**src/rtl/linear_probe_hash_table_defines.svh**
```systemverilog
// assertion macros for the linear probing hash table
`ifndef LINEAR_PROBE_HASH_TABLE_DEFINES_SVH
`define LINEAR_PROBE_HASH_TABLE_DEFINES_SVH

// same-cycle implication, checked out of reset
`define LPHT_ASSERT_IMP(lbl, clk, rst_n, ante, cons) \
    lbl: assert property (@(posedge clk) disable iff (!rst_n) (ante) |-> (cons)) \
        else $error("lpht assertion failed");

// next-cycle implication, checked out of reset
`define LPHT_ASSERT_NXT(lbl, clk, rst_n, ante, cons) \
    lbl: assert property (@(posedge clk) disable iff (!rst_n) (ante) |=> (cons)) \
        else $error("lpht assertion failed");

`endif

```
**src/rtl/lpht_pkg.sv**
```systemverilog
// shared constants, types and helpers of the linear probing hash table
`timescale 1ns / 1ps
`default_nettype none

package lpht_pkg;

    // table geometry
    localparam int TABLE_SLOTS = 16;
    localparam int KEY_BYTES   = 8;

    // fixed field widths
    localparam int FUNC_W     = 1;
    localparam int KEY_W      = 64;
    localparam int LEN_W      = 4;
    localparam int STATUS_W   = 3;
    localparam int SLOT_OUT_W = 4;

    // derived widths
    localparam int SLOT_W = (TABLE_SLOTS > 1) ? $clog2(TABLE_SLOTS) : 1;
    localparam int CNT_W  = $clog2(TABLE_SLOTS + 1);
    localparam int SUM_W  = $clog2(KEY_BYTES * 255 + 1);

    typedef logic [FUNC_W-1:0]     t_func;
    typedef logic [KEY_W-1:0]      t_key;
    typedef logic [LEN_W-1:0]      t_len;
    typedef logic [STATUS_W-1:0]   t_status;
    typedef logic [SLOT_OUT_W-1:0] t_slot_out;

    // operation codes
    localparam t_func FUNC_INSERT = 1'b0;
    localparam t_func FUNC_SEARCH = 1'b1;

    // status codes
    localparam t_status STAT_INSERTED  = 3'd0;
    localparam t_status STAT_PRESENT   = 3'd1;
    localparam t_status STAT_FULL      = 3'd2;
    localparam t_status STAT_FOUND     = 3'd3;
    localparam t_status STAT_NOT_FOUND = 3'd4;

    // clamp a key length to the supported byte count
    function automatic t_len len_sat(input t_len len);
        t_len res;
        if (len > LEN_W'(KEY_BYTES)) begin
            res = LEN_W'(KEY_BYTES);
        end else begin
            res = len;
        end
        return res;
    endfunction

    // keep only the bytes below the (saturated) length
    function automatic t_key key_mask(input t_len len);
        t_key res;
        res = '0;
        for (int b = 0; b < KEY_W / 8; b++) begin
            if ((b < KEY_BYTES) && (LEN_W'(b) < len)) begin
                res[8*b +: 8] = 8'hff;
            end
        end
        return res;
    endfunction

endpackage

`default_nettype wire

```
**src/rtl/lpht_req_if.sv**
```systemverilog
// request channel of the linear probing hash table
`timescale 1ns / 1ps
`default_nettype none

interface lpht_req_if;
    logic               valid;
    logic               ready;
    lpht_pkg::t_func    func;
    lpht_pkg::t_key     key;
    lpht_pkg::t_len     key_len;

    modport source (output valid, output func, output key, output key_len, input ready);
    modport sink   (input valid, input func, input key, input key_len, output ready);
endinterface

`default_nettype wire

```
**src/rtl/lpht_rsp_if.sv**
```systemverilog
// response channel of the linear probing hash table
`timescale 1ns / 1ps
`default_nettype none

interface lpht_rsp_if;
    logic                  valid;
    logic                  ready;
    lpht_pkg::t_status     status;
    lpht_pkg::t_slot_out   slot;

    modport source (output valid, output status, output slot, input ready);
    modport sink   (input valid, input status, input slot, output ready);
endinterface

`default_nettype wire

```
**src/rtl/linear_probe_hash_table.sv**
```systemverilog
// Sequence: accept, hash the key bytes, reduce the sum modulo the slot count when that
//   count is not a power of two, probe slot by slot (an occupied slot adds a compare step,
//   and a full sweep adds a final check), then register the result.
// Throughput: one request at a time, set by the single probe loop and its one-port key
//   memory; the next request is taken in the cycle after the result is registered.
// Reset clears the valid bit of every slot at once, so the table is empty; no clear pass.
`timescale 1ns / 1ps
`default_nettype none
`include "linear_probe_hash_table_defines.svh"

module linear_probe_hash_table (
    input  wire logic    i_clk,
    input  wire logic    i_rst_n,
    lpht_req_if.sink     i_req,
    lpht_rsp_if.source   o_rsp
);

    // sequencer states
    localparam logic [2:0] S_IDLE  = 3'd0;
    localparam logic [2:0] S_HASH  = 3'd1;
    localparam logic [2:0] S_MOD   = 3'd2;
    localparam logic [2:0] S_PROBE = 3'd3;
    localparam logic [2:0] S_CMP   = 3'd4;
    localparam logic [2:0] S_OUT   = 3'd5;

    localparam int  SLOT_W     = lpht_pkg::SLOT_W;
    localparam int  CNT_W      = lpht_pkg::CNT_W;
    localparam int  SUM_W      = lpht_pkg::SUM_W;
    localparam int  KEY_W      = lpht_pkg::KEY_W;
    localparam int  LEN_W      = lpht_pkg::LEN_W;
    localparam int  BYTE_CNT_W = (lpht_pkg::KEY_BYTES > 1) ? $clog2(lpht_pkg::KEY_BYTES) : 1;
    localparam int  MSH_W      = $clog2(SUM_W);
    localparam int  MOD_W      = SUM_W + SLOT_W + 1;
    localparam bit  SLOTS_POW2 =
        ((lpht_pkg::TABLE_SLOTS & (lpht_pkg::TABLE_SLOTS - 1)) == 0);
    localparam int SLOT_OUT_PAD = lpht_pkg::SLOT_OUT_W;

    // control state
    logic [2:0]                         r_state, n_state;
    logic [lpht_pkg::TABLE_SLOTS-1:0]   r_used, n_used;
    logic                               r_rsp_valid, n_rsp_valid;

    // request payload and working registers
    lpht_pkg::t_func        r_func, n_func;
    lpht_pkg::t_key         r_key, n_key;
    lpht_pkg::t_len         r_len, n_len;
    lpht_pkg::t_key         r_hash_key, n_hash_key;
    logic [BYTE_CNT_W-1:0]  r_byte, n_byte;
    logic [SUM_W-1:0]       r_sum, n_sum;
    logic [MSH_W-1:0]       r_mod_sh, n_mod_sh;
    logic [SLOT_W-1:0]      r_idx, n_idx;
    logic [CNT_W-1:0]       r_probe_cnt, n_probe_cnt;
    lpht_pkg::t_status      r_res_status, n_res_status;
    logic [SLOT_W-1:0]      r_res_slot, n_res_slot;
    lpht_pkg::t_status      r_out_status, n_out_status;
    lpht_pkg::t_slot_out    r_out_slot, n_out_slot;

    // key and length memories, one shared address, registered read
    logic [KEY_W-1:0]       r_key_mem [lpht_pkg::TABLE_SLOTS];
    logic [LEN_W-1:0]       r_len_mem [lpht_pkg::TABLE_SLOTS];
    logic [KEY_W-1:0]       r_rd_key;
    logic [LEN_W-1:0]       r_rd_len;
    logic                   w_we;

    // shared datapath
    lpht_pkg::t_len         w_len_sat;
    logic [SUM_W-1:0]       w_add;
    logic [MOD_W-1:0]       w_div;
    logic [MOD_W-1:0]       w_sum_wide;
    logic [MOD_W-1:0]       w_sub;
    logic [SUM_W-1:0]       w_mod_next;
    logic [SUM_W+SLOT_W-1:0] w_add_ext;
    logic [SUM_W+SLOT_W-1:0] w_mod_ext;
    logic [SLOT_W+SLOT_OUT_PAD-1:0] w_slot_ext;
    logic [SLOT_W-1:0]      w_idx_next;
    logic                   w_hit;
    logic                   w_is_insert;
    logic                   w_accept;
    logic                   w_out_take;

    // only an idle sequencer takes a request
    assign i_req.ready = (r_state == S_IDLE);
    assign w_accept    = i_req.valid && i_req.ready;

    assign o_rsp.valid  = r_rsp_valid;
    assign o_rsp.status = r_out_status;
    assign o_rsp.slot   = r_out_slot;

    // output register can be loaded when empty or being drained
    assign w_out_take = !r_rsp_valid || o_rsp.ready;

    assign w_len_sat   = lpht_pkg::len_sat(i_req.key_len);
    assign w_is_insert = (r_func == lpht_pkg::FUNC_INSERT);

    // accumulator: one key byte per hash cycle
    assign w_add     = r_sum + SUM_W'(r_hash_key[7:0]);
    assign w_add_ext = {{SLOT_W{1'b0}}, w_add};

    // restoring reduction: one shifted compare-subtract per cycle
    assign w_div      = MOD_W'(lpht_pkg::TABLE_SLOTS) << r_mod_sh;
    assign w_sum_wide = MOD_W'(r_sum);
    assign w_sub      = w_sum_wide - w_div;
    assign w_mod_next = (w_sum_wide >= w_div) ? w_sub[SUM_W-1:0] : r_sum;
    assign w_mod_ext  = {{SLOT_W{1'b0}}, w_mod_next};

    // forward probe step with wrap
    assign w_idx_next = (r_idx == SLOT_W'(lpht_pkg::TABLE_SLOTS - 1)) ?
                        '0 : r_idx + SLOT_W'(1);

    // stored entry matches on length and masked bytes
    assign w_hit = (r_rd_len == r_len) && (r_rd_key == r_key);

    // slot index as reported, masked to the output width
    assign w_slot_ext = {{SLOT_OUT_PAD{1'b0}}, r_res_slot};

    always_comb begin
        n_state      = r_state;
        n_used       = r_used;
        n_rsp_valid  = r_rsp_valid && !o_rsp.ready;
        n_func       = r_func;
        n_key        = r_key;
        n_len        = r_len;
        n_hash_key   = r_hash_key;
        n_byte       = r_byte;
        n_sum        = r_sum;
        n_mod_sh     = r_mod_sh;
        n_idx        = r_idx;
        n_probe_cnt  = r_probe_cnt;
        n_res_status = r_res_status;
        n_res_slot   = r_res_slot;
        n_out_status = r_out_status;
        n_out_slot   = r_out_slot;
        w_we         = 1'b0;

        unique case (r_state)
            S_IDLE: begin
                if (w_accept) begin
                    n_func      = i_req.func;
                    n_len       = w_len_sat;
                    n_key       = i_req.key & lpht_pkg::key_mask(w_len_sat);
                    n_hash_key  = i_req.key & lpht_pkg::key_mask(w_len_sat);
                    n_sum       = '0;
                    n_byte      = '0;
                    n_probe_cnt = '0;
                    n_state     = S_HASH;
                end
            end
            S_HASH: begin
                n_sum      = w_add;
                n_hash_key = r_hash_key >> 8;
                n_byte     = r_byte + BYTE_CNT_W'(1);
                if (r_byte == BYTE_CNT_W'(lpht_pkg::KEY_BYTES - 1)) begin
                    // power-of-two table: home slot is the low sum bits
                    n_idx    = w_add_ext[SLOT_W-1:0];
                    n_mod_sh = MSH_W'(SUM_W - 1);
                    n_state  = SLOTS_POW2 ? S_PROBE : S_MOD;
                end
            end
            S_MOD: begin
                n_sum    = w_mod_next;
                n_mod_sh = r_mod_sh - MSH_W'(1);
                if (r_mod_sh == '0) begin
                    n_idx   = w_mod_ext[SLOT_W-1:0];
                    n_state = S_PROBE;
                end
            end
            S_PROBE: begin
                priority if (r_probe_cnt == CNT_W'(lpht_pkg::TABLE_SLOTS)) begin
                    // every slot visited without a hole or a match
                    n_res_status = w_is_insert ? lpht_pkg::STAT_FULL : lpht_pkg::STAT_NOT_FOUND;
                    n_res_slot   = '0;
                    n_state      = S_OUT;
                end else if (!r_used[r_idx]) begin
                    if (w_is_insert) begin
                        w_we           = 1'b1;
                        n_used[r_idx]  = 1'b1;
                        n_res_status   = lpht_pkg::STAT_INSERTED;
                        n_res_slot     = r_idx;
                    end else begin
                        n_res_status   = lpht_pkg::STAT_NOT_FOUND;
                        n_res_slot     = '0;
                    end
                    n_state = S_OUT;
                end else begin
                    // occupied: stored entry arrives next cycle
                    n_state = S_CMP;
                end
            end
            S_CMP: begin
                if (w_hit) begin
                    n_res_status = w_is_insert ? lpht_pkg::STAT_PRESENT : lpht_pkg::STAT_FOUND;
                    n_res_slot   = r_idx;
                    n_state      = S_OUT;
                end else begin
                    n_idx       = w_idx_next;
                    n_probe_cnt = r_probe_cnt + CNT_W'(1);
                    n_state     = S_PROBE;
                end
            end
            S_OUT: begin
                if (w_out_take) begin
                    n_out_status = r_res_status;
                    n_out_slot   = w_slot_ext[lpht_pkg::SLOT_OUT_W-1:0];
                    n_rsp_valid  = 1'b1;
                    n_state      = S_IDLE;
                end
            end
            default: begin
                n_state = S_IDLE;
            end
        endcase
    end

    // control registers
    always_ff @(posedge i_clk) begin
        if (!i_rst_n) begin
            r_state     <= S_IDLE;
            r_used      <= '0;
            r_rsp_valid <= 1'b0;
        end else begin
            r_state     <= n_state;
            r_used      <= n_used;
            r_rsp_valid <= n_rsp_valid;
        end
    end

    // payload registers
    always_ff @(posedge i_clk) begin
        r_func       <= n_func;
        r_key        <= n_key;
        r_len        <= n_len;
        r_hash_key   <= n_hash_key;
        r_byte       <= n_byte;
        r_sum        <= n_sum;
        r_mod_sh     <= n_mod_sh;
        r_idx        <= n_idx;
        r_probe_cnt  <= n_probe_cnt;
        r_res_status <= n_res_status;
        r_res_slot   <= n_res_slot;
        r_out_status <= n_out_status;
        r_out_slot   <= n_out_slot;
    end

    // key and length store, written on insert into an empty slot
    always_ff @(posedge i_clk) begin
        if (w_we) begin
            r_key_mem[r_idx] <= r_key;
            r_len_mem[r_idx] <= r_len;
        end
        r_rd_key <= r_key_mem[r_idx];
        r_rd_len <= r_len_mem[r_idx];
    end

    // slots once filled stay filled
    `LPHT_ASSERT_NXT(a_used_sticky, i_clk, i_rst_n, 1'b1, (r_used & $past(r_used)) == $past(r_used))
    // an insert result points at an occupied slot
    `LPHT_ASSERT_IMP(a_insert_used, i_clk, i_rst_n, (r_state == S_OUT) && (r_res_status == lpht_pkg::STAT_INSERTED), r_used[r_res_slot])
    // a compare never runs past the last slot
    `LPHT_ASSERT_IMP(a_cmp_bound, i_clk, i_rst_n, r_state == S_CMP, r_probe_cnt < CNT_W'(lpht_pkg::TABLE_SLOTS))
    // a new response only comes out of the result state
    `LPHT_ASSERT_IMP(a_rsp_source, i_clk, i_rst_n, $rose(r_rsp_valid), $past(r_state) == S_OUT)

endmodule

`default_nettype wire

```
**src/flat_wrapper.sv**
```systemverilog
// flat-port wrapper written by rule: the top's interface ports become plain ports
module linear_probe_hash_table_flat 
  (i_clk, i_rst_n, i_req_valid, i_req_func, i_req_key, i_req_key_len, i_req_ready, o_rsp_valid, o_rsp_status, o_rsp_slot, o_rsp_ready);
  lpht_req_if i_req_i ();
  lpht_rsp_if o_rsp_i ();
  input  wire logic i_clk;
  input  wire logic i_rst_n;
  input wire logic [$bits(i_req_i.valid)-1:0] i_req_valid;
  input wire logic [$bits(i_req_i.func)-1:0] i_req_func;
  input wire logic [$bits(i_req_i.key)-1:0] i_req_key;
  input wire logic [$bits(i_req_i.key_len)-1:0] i_req_key_len;
  output wire logic [$bits(i_req_i.ready)-1:0] i_req_ready;
  output wire logic [$bits(o_rsp_i.valid)-1:0] o_rsp_valid;
  output wire logic [$bits(o_rsp_i.status)-1:0] o_rsp_status;
  output wire logic [$bits(o_rsp_i.slot)-1:0] o_rsp_slot;
  input wire logic [$bits(o_rsp_i.ready)-1:0] o_rsp_ready;
  assign i_req_i.valid = i_req_valid;
  assign i_req_i.func = i_req_func;
  assign i_req_i.key = i_req_key;
  assign i_req_i.key_len = i_req_key_len;
  assign i_req_ready = i_req_i.ready;
  assign o_rsp_valid = o_rsp_i.valid;
  assign o_rsp_status = o_rsp_i.status;
  assign o_rsp_slot = o_rsp_i.slot;
  assign o_rsp_i.ready = o_rsp_ready;
  linear_probe_hash_table u_core (.i_clk(i_clk), .i_rst_n(i_rst_n), .i_req(i_req_i), .o_rsp(o_rsp_i));
endmodule
```
**config.mk**
```make
export PLATFORM = sky130hd
export DESIGN_NAME = linear_probe_hash_table_flat
export DESIGN_NICKNAME = d
export VERILOG_FILES = /design/src/rtl/lpht_pkg.sv /design/src/rtl/lpht_req_if.sv /design/src/rtl/lpht_rsp_if.sv /design/src/rtl/linear_probe_hash_table.sv /design/src/flat_wrapper.sv
export VERILOG_INCLUDE_DIRS = /design/src /design/src/rtl
export SDC_FILE = /design/constraint.sdc
export NUM_CORES = 1
export LEC_CHECK = 0
export BUFFER_PORTS_ARGS = -buffer_cell sky130_fd_sc_hd__buf_2
export CAP_MARGIN = 10
export CORE_MARGIN = 2
export CORE_UTILIZATION = 31
export CTS_BUF_LIST = sky130_fd_sc_hd__clkbuf_16
export CTS_CLUSTER_DIAMETER = 60
export DETAILED_ROUTE_END_ITERATION = 8
export GPL_TIMING_DRIVEN = 0
export HOLD_SLACK_MARGIN = 0.06
export PLACE_DENSITY_LB_ADDON = 0.08
export SETUP_SLACK_MARGIN = 0.4
export SYNTH_ARGS = -nofsm -noshare
export SYNTH_HDL_FRONTEND = slang
export SYNTH_SLANG_ARGS = --single-unit
```
**constraint.sdc**
```tcl
create_clock -name i_clk -period 11.1 [get_ports i_clk]
set_input_delay 1.11 -clock i_clk [delete_from_list [all_inputs] [get_ports i_clk]]
set_output_delay 1.11 -clock i_clk [all_outputs]
set_load 0.1 [all_outputs]
```
### Word level (Yosys, flattened, before mapping)

Memories as Yosys holds them, arrays and structs flattened. A register that Yosys moved wholly into a read port is not among the register bits.
Cells that the tools add are included.

* register bits: 194
* RAM bits: 1088
* input port bits: 73
* output and inout port bits: 9
* word-level logic and storage cells: 161
* memories kept: 2

Memories
* u_core.r_key_mem: words 16, width 64, rd ports 1, clocked after memory_dff 1, write ports 1, RTL line linear_probe_hash_table.sv:59 `logic [KEY_W-1:0] r_key_mem [lpht_pkg::TABLE_SLOTS];`
* u_core.r_len_mem: words 16, width 4, rd ports 1, clocked after memory_dff 1, write ports 1, RTL line linear_probe_hash_table.sv:60 `logic [LEN_W-1:0] r_len_mem [lpht_pkg::TABLE_SLOTS];`

* $add $sub $neg: 6
* $lt $le $gt $ge: 12
* equal/unequal tests: 18
* shifts and indexed selects: 1
* muxes and demuxes: 74
* bitwise logic cells: 5
* reductions and logical operators: 26

Operator list (count)
* two-way mux 8 bit: 24
* case mux 64 bit (2 select lines): 1
* bitwise AND 64 bit: 1
* equality test 64 bit: 1
* two-way mux 64 bit: 1
* two-way mux 4 bit: 10
* two-way mux 3 bit: 12
* case mux 11 bit (3 select lines): 1
* two-way mux 11 bit: 2
* case mux 3 bit (6 select lines): 1
* greater-or-equal comparator 11 x 16 -> 1 bit: 1
* < comparator 3 x 4 -> 1 bit (first input constant): 4
* OR 16 bit: 1
* case mux 4 bit (2 select lines): 2
* << shifter 5 x 4 -> 16 bit (first input constant): 1
* case mux 3 bit (2 select lines): 2
* case mux 4 bit (3 select lines): 1
* AND reduction 4 bit: 3
* adder 11 x 8 -> 11 bit: 1
* two-way mux 1 bit: 11
* subtractor 11 bit: 1
* two-way mux 5 bit: 2
* != test 2 x 1 -> 1 bit (second input constant): 5
* case mux 5 bit (2 select lines): 1
* other kinds (30): 52

### Longest topological paths before layout

Gate-level depths: netlist (run 1).

* depth in word-level cells: 9
* mapped depth: 9

### Worst setup path after synthesis (run 1)

No wires, ideal clock.

* path kind: register to register
* start point: register u_core.r_state[1]
* end point: register u_core.r_probe_cnt[0] (enable)
* arrival time: 4.915 ns
* data required time: 10.782 ns
* slack: 5.866 ns
* stages on the path, launching flop included: 6
* clock period less this slack: 5.234 ns
* cell sequence: dfxtp_1 -> clkbuf_1 -> clkbuf_1 -> nor3_1 -> and2_1 -> nand2b_1

* cells in the longest elaborated chain, start to end: 4

RTL lines
* from (decl): RTL line linear_probe_hash_table.sv:39 `logic [2:0] r_state, n_state;`
* from (signal assigned): RTL line linear_probe_hash_table.sv:221 `r_state <= n_state;`
* zero test 3 bit (*): RTL line linear_probe_hash_table.sv:82 `assign i_req.ready = (r_state == S_IDLE);`
* via i_req_ready: RTL line flat_wrapper.sv:12 `output wire logic [$bits(i_req_i.ready)-1:0] i_req_ready;`
* logical AND 1 bit: RTL line linear_probe_hash_table.sv:83 `assign w_accept = i_req.valid && i_req.ready;`
* != test 2 bit (no line)
* AND reduction 3 bit (no line) (*)
* to (signal assigned): RTL line linear_probe_hash_table.sv:237 `r_probe_cnt <= n_probe_cnt;`
* to (decl): RTL line linear_probe_hash_table.sv:52 `logic [CNT_W-1:0] r_probe_cnt, n_probe_cnt;`

The timed path passes the listed nets; every way through them passes the cells marked *.
A chain may end at the register's enable or synchronous reset.

### Worst setup path in the final report (run 1)

* start point: register u_core.r_key[29]
* end point: register u_core.r_res_slot[1] (enable)

* cells in the longest elaborated chain, start to end: 4

RTL lines
* from (decl): RTL line linear_probe_hash_table.sv:45 `lpht_pkg::t_key r_key, n_key;`
* from (signal assigned): RTL line linear_probe_hash_table.sv:230 `r_key <= n_key;`
* equality test 64 bit: RTL line linear_probe_hash_table.sv:111 `assign w_hit = (r_rd_len == r_len) && (r_rd_key == r_key);`
* logical AND 1 bit: RTL line linear_probe_hash_table.sv:111
* != test 2 x 1 -> 1 bit (no line)
* AND reduction 3 bit (no line)
* to (signal assigned): RTL line linear_probe_hash_table.sv:239 `r_res_slot <= n_res_slot;`
* to (decl): RTL line linear_probe_hash_table.sv:54 `logic [SLOT_W-1:0] r_res_slot, n_res_slot;`

Every way passes these cells.

==> results.yml, run 1 <==
status:
  status: "finished clean"
global_route:
  grt_start_max_net_pins: 35
  grt_pass1_wl_um: 199000
  grt_pass1_vias: 24800
  track_usage: 0.179
  grt_antenna_before_repair: 2
  overflow: 0
timing:
  fmax_mhz: 233
  rsz0062_at_grt: "false"
  worst_pin_slew_ns: 1.27
  fin_ws_ns: 6.81
  maxSlewViolCount: 0
  period_minus_slack_ns: 4.29
  setup_viol: 0
  worst_clock_skew_ns: 0.0235
  hold_viol: 0
  finalCritPeriodShare: 0.387
  slew_headroom: 0.153
  tns_ns: 0
job:
  cap_violations: 0
cts:
  path_clk_slew_ns: 0.05
  cts_made_buffers: 150
  cts_tree: "yes"
  insertion_delay_ns: 0.76
  htreeDepth: 4
  postCtsSetupRepairBufs: 0
  clockBufferDepth: 3
  clock_sinks: 1311
  cts_root_buf: "clkbuf_16"
  ctsHoldBuffers: 0
  post_cts_resized: 0
hold_path:
  hold_path.class: "flop to flop"
  worstHoldPathCells: 0
  hold_start: "u_core.r_res_status[2]"
  min_to: "u_core.o_rsp.status[2]"
setup_path:
  startpoint_type: "flop"
  crit_fanout: 17
  cp.arrival_ns: 4.66
  endpoint_kind: "flop"
  r2r_cells: 6
  critPathKind: "flop to flop"
  r2r-end: "u_core.r_res_slot[1]"
  rrSetupSlack_ns: 6.81
  rr_startpoint: "u_core.r_key[29]"
  required_ns: 11.47
placed_design:
  place_ws_ns: 6.59
  hpwl_um: 86500
  gp_congestion: 0.722
  port_buffers: 81
pwr:
  peakVddDrop_uv: 146
  p_leak_nw: 18.5
  p_int_mw: 8.60
  swShare: 0.239
  pwr-share-seq: 0.502
  clkPwrFrac: 0.402
  power.density_nw_per_um2: 195
  pwr-share-comb: 0.096
  switchingPower_mw: 2.70
synth:
  postSynthAreaPerCell_um2: 23.2
  yosys_warnings: 0
  yosysUniqueCellTypes: 47
  ys_seq_area_frac: 0.780
  ys_ff_latch: 1311
  synth-edff-count: 1223
  ys.flop_type: "edfxtp_1"
  synth_nets: 2211
  synthArstFlopShare: 0
  syn_inst: 2123
  synth_area_um2: 49400
routing:
  detail_route.iter0.violations: 1968
  drc: 0
  num_vias: 23000
  wl_per_cell_um: 31.3
  routed_wirelength_um: 144000
  firstDrtPassIters: 5
  drtAntennaViolNets: 0
  avgViaCountPerCell: 4.99
floorplan:
  fp.dieArea_um2: 162000
  ios: 82
  die_height_um: 403
  core_um2: 158000
  die_w_um: 403
  rows: 146
  initial_core_util: 0.312
final_layout:
  nets: 2490
  drive_gt1_frac: 0.298
  syn2layout_area_growth_pct: 17.4
  fill_cells: 14500
==> how the worst max path moves through the flow <==
stage | start | to | depth (start not counted)
finish | u_core.r_key[29] | u_core.r_res_slot[1] | 6
global route | u_core.r_key[29] | u_core.r_res_slot[1] | 6
CTS | u_core.r_key[29] | u_core.r_res_slot[1] | 6
detailed placement | u_core.r_key[29] | u_core.r_res_slot[1] | 6
global placement | u_core.r_idx[1] | u_core.r_key_mem[13][27] | 8
floorplan | u_core.r_state[1] | u_core.r_probe_cnt[0] | 5
==> metrics by stage <==
step | util | power [mW] | hold slack [ns] | std cells | instance area, um^2
2_1_floorplan | - | 6.36 | 0.400 | 2123 | 49400
3_3_place_gp | 0.331 | 6.87 | 0.422 | 4276 | 52400
3_5_place_dp | 0.338 | 6.90 | 0.407 | 4320 | 53400
4_1_cts | 0.366 | 11.5 | 0.433 | 4591 | 57900
5_1_grt | 0.366 | 11.7 | 0.441 | 4593 | 58000
6_report | 0.366 | 11.3 | 0.426 | 4595 | 58000
==> registers in the layout, indices dropped and copies added (netlist names) <==
signal / cells
u_core.r_key_mem: 1024
u_core.r_key: 64
u_core.r_len_mem: 64
u_core.r_rd_key: 64
u_core.r_hash_key: 32
u_core.r_used: 16
u_core.r_probe_cnt: 5
u_core.o_rsp.slot: 4
u_core.r_idx: 4
u_core.r_len: 4
u_core.r_mod_sh: 4
u_core.r_rd_len: 4
u_core.r_res_slot: 4
u_core.r_sum: 4
u_core.o_rsp.status: 3
u_core.r_byte: 3
u_core.r_res_status: 3
u_core.r_state: 3
u_core.o_rsp.valid: 1
u_core.r_func: 1
==> critical path, cell delays in order, from the launching register on <==
cell and delay (ns):
edfxtp_1 0.69, xor2_1 0.29, nor4_1 0.87, nand3_1 0.32, nor3_1 1.01, nand3_1 0.32
o31ai_1 0.39
==> power by group through the flow <==
stage	clock [mW]	sequential, mW	combinational, mW
2_1_floorplan	0	5.73	0.634
3_3_place_gp	0	5.77	1.10
3_5_place_dp	0	5.77	1.12
4_1_cts	4.67	5.67	1.13
5_1_grt	4.85	5.69	1.15
6_report	4.54	5.67	1.09
==> cell families (layout without fill, tap and decap cells) <==
kind of cell	after synthesis	in the layout	share of synthesized area
flip-flops	1311	1311	0.780
multiplexers	374	374	0.164
AND/OR/NAND/NOR	185	185	0.0215
buffers and inverters	113	511	0.00963
XOR/XNOR	77	77	0.0137
AO/OA/AOI/OAI	48	48	0.00773
adder cells (fa/ha/maj)	15	15	0.00395
other	0	2	0
==> synth_stat cells, types with 2 or more instances <==
| library cell | n | area, um^2 |
|---|---|---|
| edfxtp_1 | 1223 | 36700 |
| mux4_2 | 344 | 7750 |
| dfxtp_1 | 88 | 1760 |
| xor2_1 | 64 | 561 |
| clkbuf_1 | 58 | 218 |
| nor2b_1 | 55 | 344 |
| and2_1 | 36 | 225 |
| buf_2 | 29 | 145 |
| mux2_2 | 29 | 327 |
| nor2_1 | 18 | 67.6 |
| nand2_1 | 17 | 63.8 |
| a32o_1 | 16 | 160 |
| and3_1 | 16 | 100 |
| nor4_1 | 16 | 100 |
| ha_1 | 14 | 175 |
| xnor2_1 | 13 | 114 |
| buf_1 | 12 | 45.0 |
| inv_1 | 10 | 37.5 |
| nor3_1 | 8 | 40.0 |
| o21ai_0 | 6 | 30.0 |
| a21oi_1 | 5 | 25.0 |
| nand2b_1 | 5 | 31.3 |
| nand4_1 | 5 | 31.3 |
| buf_4 | 4 | 30.0 |
| nand3_1 | 4 | 20.0 |
| a211oi_1 | 3 | 22.5 |
| a21o_1 | 2 | 15.0 |
| a22oi_1 | 2 | 15.0 |
| o31ai_1 | 2 | 15.0 |
| or2_2 | 2 | 12.5 |
==> area by class of cell <==
class / count / area [um^2] / share of cell area
Clock inverter: 113 / 543 / 0.00937
Multi-Input combinational cell: 699 / 10500 / 0.181
Timing Repair Buffer: 127 / 1420 / 0.0245
Antenna cell: 2 / 5.00 / 0.0000863
Tap cell: 2072 / 2590 / 0.0447
Inverter: 10 / 37.5 / 0.000648
Clock buffer: 158 / 3950 / 0.0682
Buffer: 103 / 439 / 0.00758
Sequential cell: 1311 / 38500 / 0.664
==> layout by cell type (no fill, tap or decap), drive strengths merged, types with 2 or more instances in the layout <==
master | Yosys | final
a32o | 16 | 16
inv | 10 | 61
nor3 | 8 | 8
o21ai | 6 | 6
mux2 | 29 | 29
clkinvlp | 0 | 2
nor2 | 18 | 18
xor2 | 64 | 64
ha | 14 | 14
a22oi | 2 | 2
clkbuf | 58 | 216
a21o | 2 | 2
buf | 45 | 172
a21oi | 6 | 6
nand4 | 5 | 5
dfxtp | 88 | 88
mux4 | 344 | 344
nand2 | 17 | 17
nand3 | 4 | 4
or2 | 2 | 2
nor2b | 55 | 55
nand2b | 5 | 5
nor4 | 16 | 16
and2 | 36 | 36
diode | 0 | 2
bufinv | 0 | 2
xnor2 | 13 | 13
and3 | 16 | 16
clkinv | 0 | 58
a211oi | 3 | 3
edfxtp | 1223 | 1223
o31ai | 2 | 2
==> layer usage <==
| metal | part of all wire | global-route usage |
|---|---|---|
| met2 | 0.48 | 0.289 |
| met1 | 0.46 | 0.252 |
| met5 | 0 | 0 |
| met3 | 0.044 | 0.0318 |
| met4 | 0.016 | 0.0398 |
Note: power is estimated with default switching activity, not from simulation.
==> run 2, diff against run 1 <==
--- a/config.mk
+++ b/config.mk
@@ -6,6 +6,7 @@
 export SDC_FILE = /design/constraint.sdc
 export NUM_CORES = 1
 export LEC_CHECK = 0
+export ABC_AREA = 1
 export BUFFER_PORTS_ARGS = -buffer_cell sky130_fd_sc_hd__buf_2
 export CAP_MARGIN = 10
 export CORE_MARGIN = 2
==> constraint.sdc (replaced) <==
create_clock -name i_clk -period 3.82 [get_ports i_clk]
set_input_delay 0.382 -clock i_clk [delete_from_list [all_inputs] [get_ports i_clk]]
set_output_delay 0.382 -clock i_clk [all_outputs]
set_load 0.1 [all_outputs]
==> run 2 against run 1 <==
Net effect: worst hold slack got worse by 0.30 ns; combinational power grew to 13 times the previous value; synthesized cell count up 88%; critical path depth grew 8; sequential share of layout area is 3.5 points lower.
==> results.yml, run 2 <==
cts:
  clock_sinks: 1311
  cts_root_buf: "clkbuf_16"
  cts_tree: "yes"
  cts_made_buffers: 155
  path_clk_slew_ns: 0.06
  insertion_delay_ns: 0.78
  htreeDepth: 4
  clockBufferDepth: 3
synth:
  syn_inst: 4000
  synth_nets: 4088
  yosysUniqueCellTypes: 30
  ys.flop_type: "edfxtp_1"
  yosys.cell_count.top_type: "edfxtp_1"
  synth_area_um2: 50600
  yosys_warnings: 0
  yosys.area.top_type: "edfxtp_1"
  ys_top_cells_by_count: "edfxtp_1 (1223), nor2_1 (674), o21ai_0 (568), nand2_1 (528), o22ai_1 (273)"
  synth-edff-count: 1223
  ys_ff_latch: 1311
  ys_seq_area_frac: 0.760
  synthArstFlopShare: 0
  synthTopCellsByArea: "edfxtp_1 (73%), o21ai_0 (5.6%), nor2_1 (5.0%), nand2_1 (3.9%), dfxtp_1 (3.5%)"
  synth_top_area_frac: 0.725
  postSynthAreaPerCell_um2: 12.7
pwr:
  pwr-share-comb: 0.306
  pwr-share-seq: 0.396
  switchingPower_mw: 18.0
  swShare: 0.376
  peakVddDrop_uv: 676
  p_leak_nw: 21.0
  power.density_nw_per_um2: 782
  clkPwrFrac: 0.298
  power_mw: 47.8
  p_int_mw: 29.8
global_route:
  overflow: 0
  grt_antenna_before_repair: 14
  grt_start_max_net_pins: 48
  grt_pass1_wl_um: 247000
  grt_pass1_vias: 32200
  track_usage: 0.209
timing:
  maxSlewViolCount: 0
  worst_clock_skew_ns: 0.0367
  finalCritPeriodShare: 0.895
  fmax_mhz: 293
  worst_pin_slew_ns: 1.31
  hold_viol: 0
  period_minus_slack_ns: 3.42
  setup_viol: 0
  slew_headroom: 0.126
  rsz0062_at_grt: "true"
floorplan:
  die_w_um: 408
  rows: 148
  ios: 82
  fp.dieArea_um2: 167000
  core_um2: 162000
  die_height_um: 408
  initial_core_util: 0.312
hold_path:
  hold_start: "i_req_valid"
  hold_path.class: "input pin to flop"
placed_design:
  hpwl_um: 111000
  port_buffers: 81
  dp.cells: 6283
  gp_congestion: 0.749
job:
  cap_violations: 0
setup_path:
  required_ns: 4.28
  crit_fanout: 19
  cp.arrival_ns: 3.88
  endpoint_kind: "flop"
  rr_startpoint: "u_core.r_idx[0]"
  setup.worst_path.start: "u_core.r_idx[0]"
  critPathKind: "flop to flop"
  startpoint_type: "flop"
final_layout:
  syn2layout_area_growth_pct: 20.8
  stdcell_count: 6691
  final_common_cell: "edfxtp_1"
  mostFrequentLayoutCells: "edfxtp_1 (1223), nor2_1 (670), o21ai_0 (567), nand2_1 (519), o22ai_1 (273)"
  largest_register_ffs: 1024
  drive_gt1_frac: 0.100
  top_register: "u_core.r_key_mem"
  fill_cells: 15900
  nets: 4477
  fin_util: 0.377
status:
  status: "finished clean"
routing:
  drc: 0
  num_vias: 33100
  routed_wirelength_um: 181000
  wl_per_cell_um: 27.0
  firstDrtPassIters: 5
  drtAntennaViolNets: 0
  avgViaCountPerCell: 4.95
  detail_route.iter0.violations: 3202
run 2: repair_timing:
| item | CTS | global route |
|---|---|---|
| hold buffers | 63 | 0 |
| setup endpoints to repair | 1133 | 505 |
| hold endpoints to repair | 71 | 0 |
| gates cloned | 10 | 14 |
| pin swaps | 1 | 4 |
| resized for setup | 67 | 46 |
| buffers inserted | 12 | 24 |
run 2: cell families after synthesis:
logic type	Yosys count	share of synthesized area
xor+xnor	35	0.00605
simple gates	1303	0.101
fa+ha+maj	15	0.00385
buf+inv	450	0.0342
flops	1311	0.760
compound gates	886	0.0948
run 2: final timing paths:
check / to / slack (ns) / cells past startpoint
worst max-delay path: u_core.r_key_mem[9][50] / 0.40 / 14
worst min-delay path: u_core.r_func / 0.12 / 3
worst max register to register: u_core.r_key_mem[9][50] / 0.40 / 14
worst min register to register: u_core.o_rsp.status[2] / 0.45 / 0
run 2: stage by stage:
step | worst slack (ns) | instance area, um^2 | hold WS, ns | setup TNS (ns)
after global routing | 0.307 | 61100 | 0.126 | 0
after floorplan | 0.437 | 50700 | 0.400 | 0
after detailed placement | -0.715 | 54500 | 0.411 | -281.70
after global placement | -3.92 | 53800 | 0.439 | -3586.99
after CTS | 0.404 | 60600 | 0.0741 | 0
final | 0.403 | 61200 | 0.123 | 0
run 2: area by class of cell:
cell class,count,area (um^2),share of cell area
buffer,233,968,0.0158
inverter,217,1150,0.0188
multi-input combinational,2239,10500,0.172
clock inverter,117,826,0.0135
clock buffer,160,4000,0.0655
antenna,7,17.5,0.000286
sequential,1311,38500,0.629
timing repair inverter,12,105,0.00172
tap,2175,2720,0.0445
timing repair buffer,220,2330,0.0382
run 2: power groups by stage:
stage / Sequential [mW] / Combinational (mW) / Clock, mW
2_1_floorplan: 18.7 / 7.92 / 0
3_3_place_gp: 19.4 / 14.2 / 0
3_5_place_dp: 19.4 / 14.4 / 0
4_1_cts: 19.0 / 14.7 / 14.5
5_1_grt: 19.1 / 16.0 / 15.1
6_report: 18.9 / 14.6 / 14.2
run 2: per-layer routing:
metal / vias to the layer above / share of wire / routed length, um / track usage
li1: 15200 / - / - / -
met1: 16800 / 0.46 / 83700 / 0.302
met2: 951 / 0.46 / 83200 / 0.330
met3: 200 / 0.054 / 9690 / 0.0304
met4: 0 / 0.022 / 3950 / 0.0489
met5: - / 0 / 0 / 0
run 2: critical path, cell delays in order, from the launching register on:
cell and delay (ns):
edfxtp_1 0.50, buf_6 0.22, buf_6 0.19, buf_6 0.18
o21ai_1 0.15, nand2_1 0.06, nand2_1 0.05, nand2_1 0.09
nor2_4 0.29, nand2_4 0.18, nor2_4 0.27, buf_4 0.16
nand2_2 0.20, inv_16 0.15, bufbuf_16 0.36
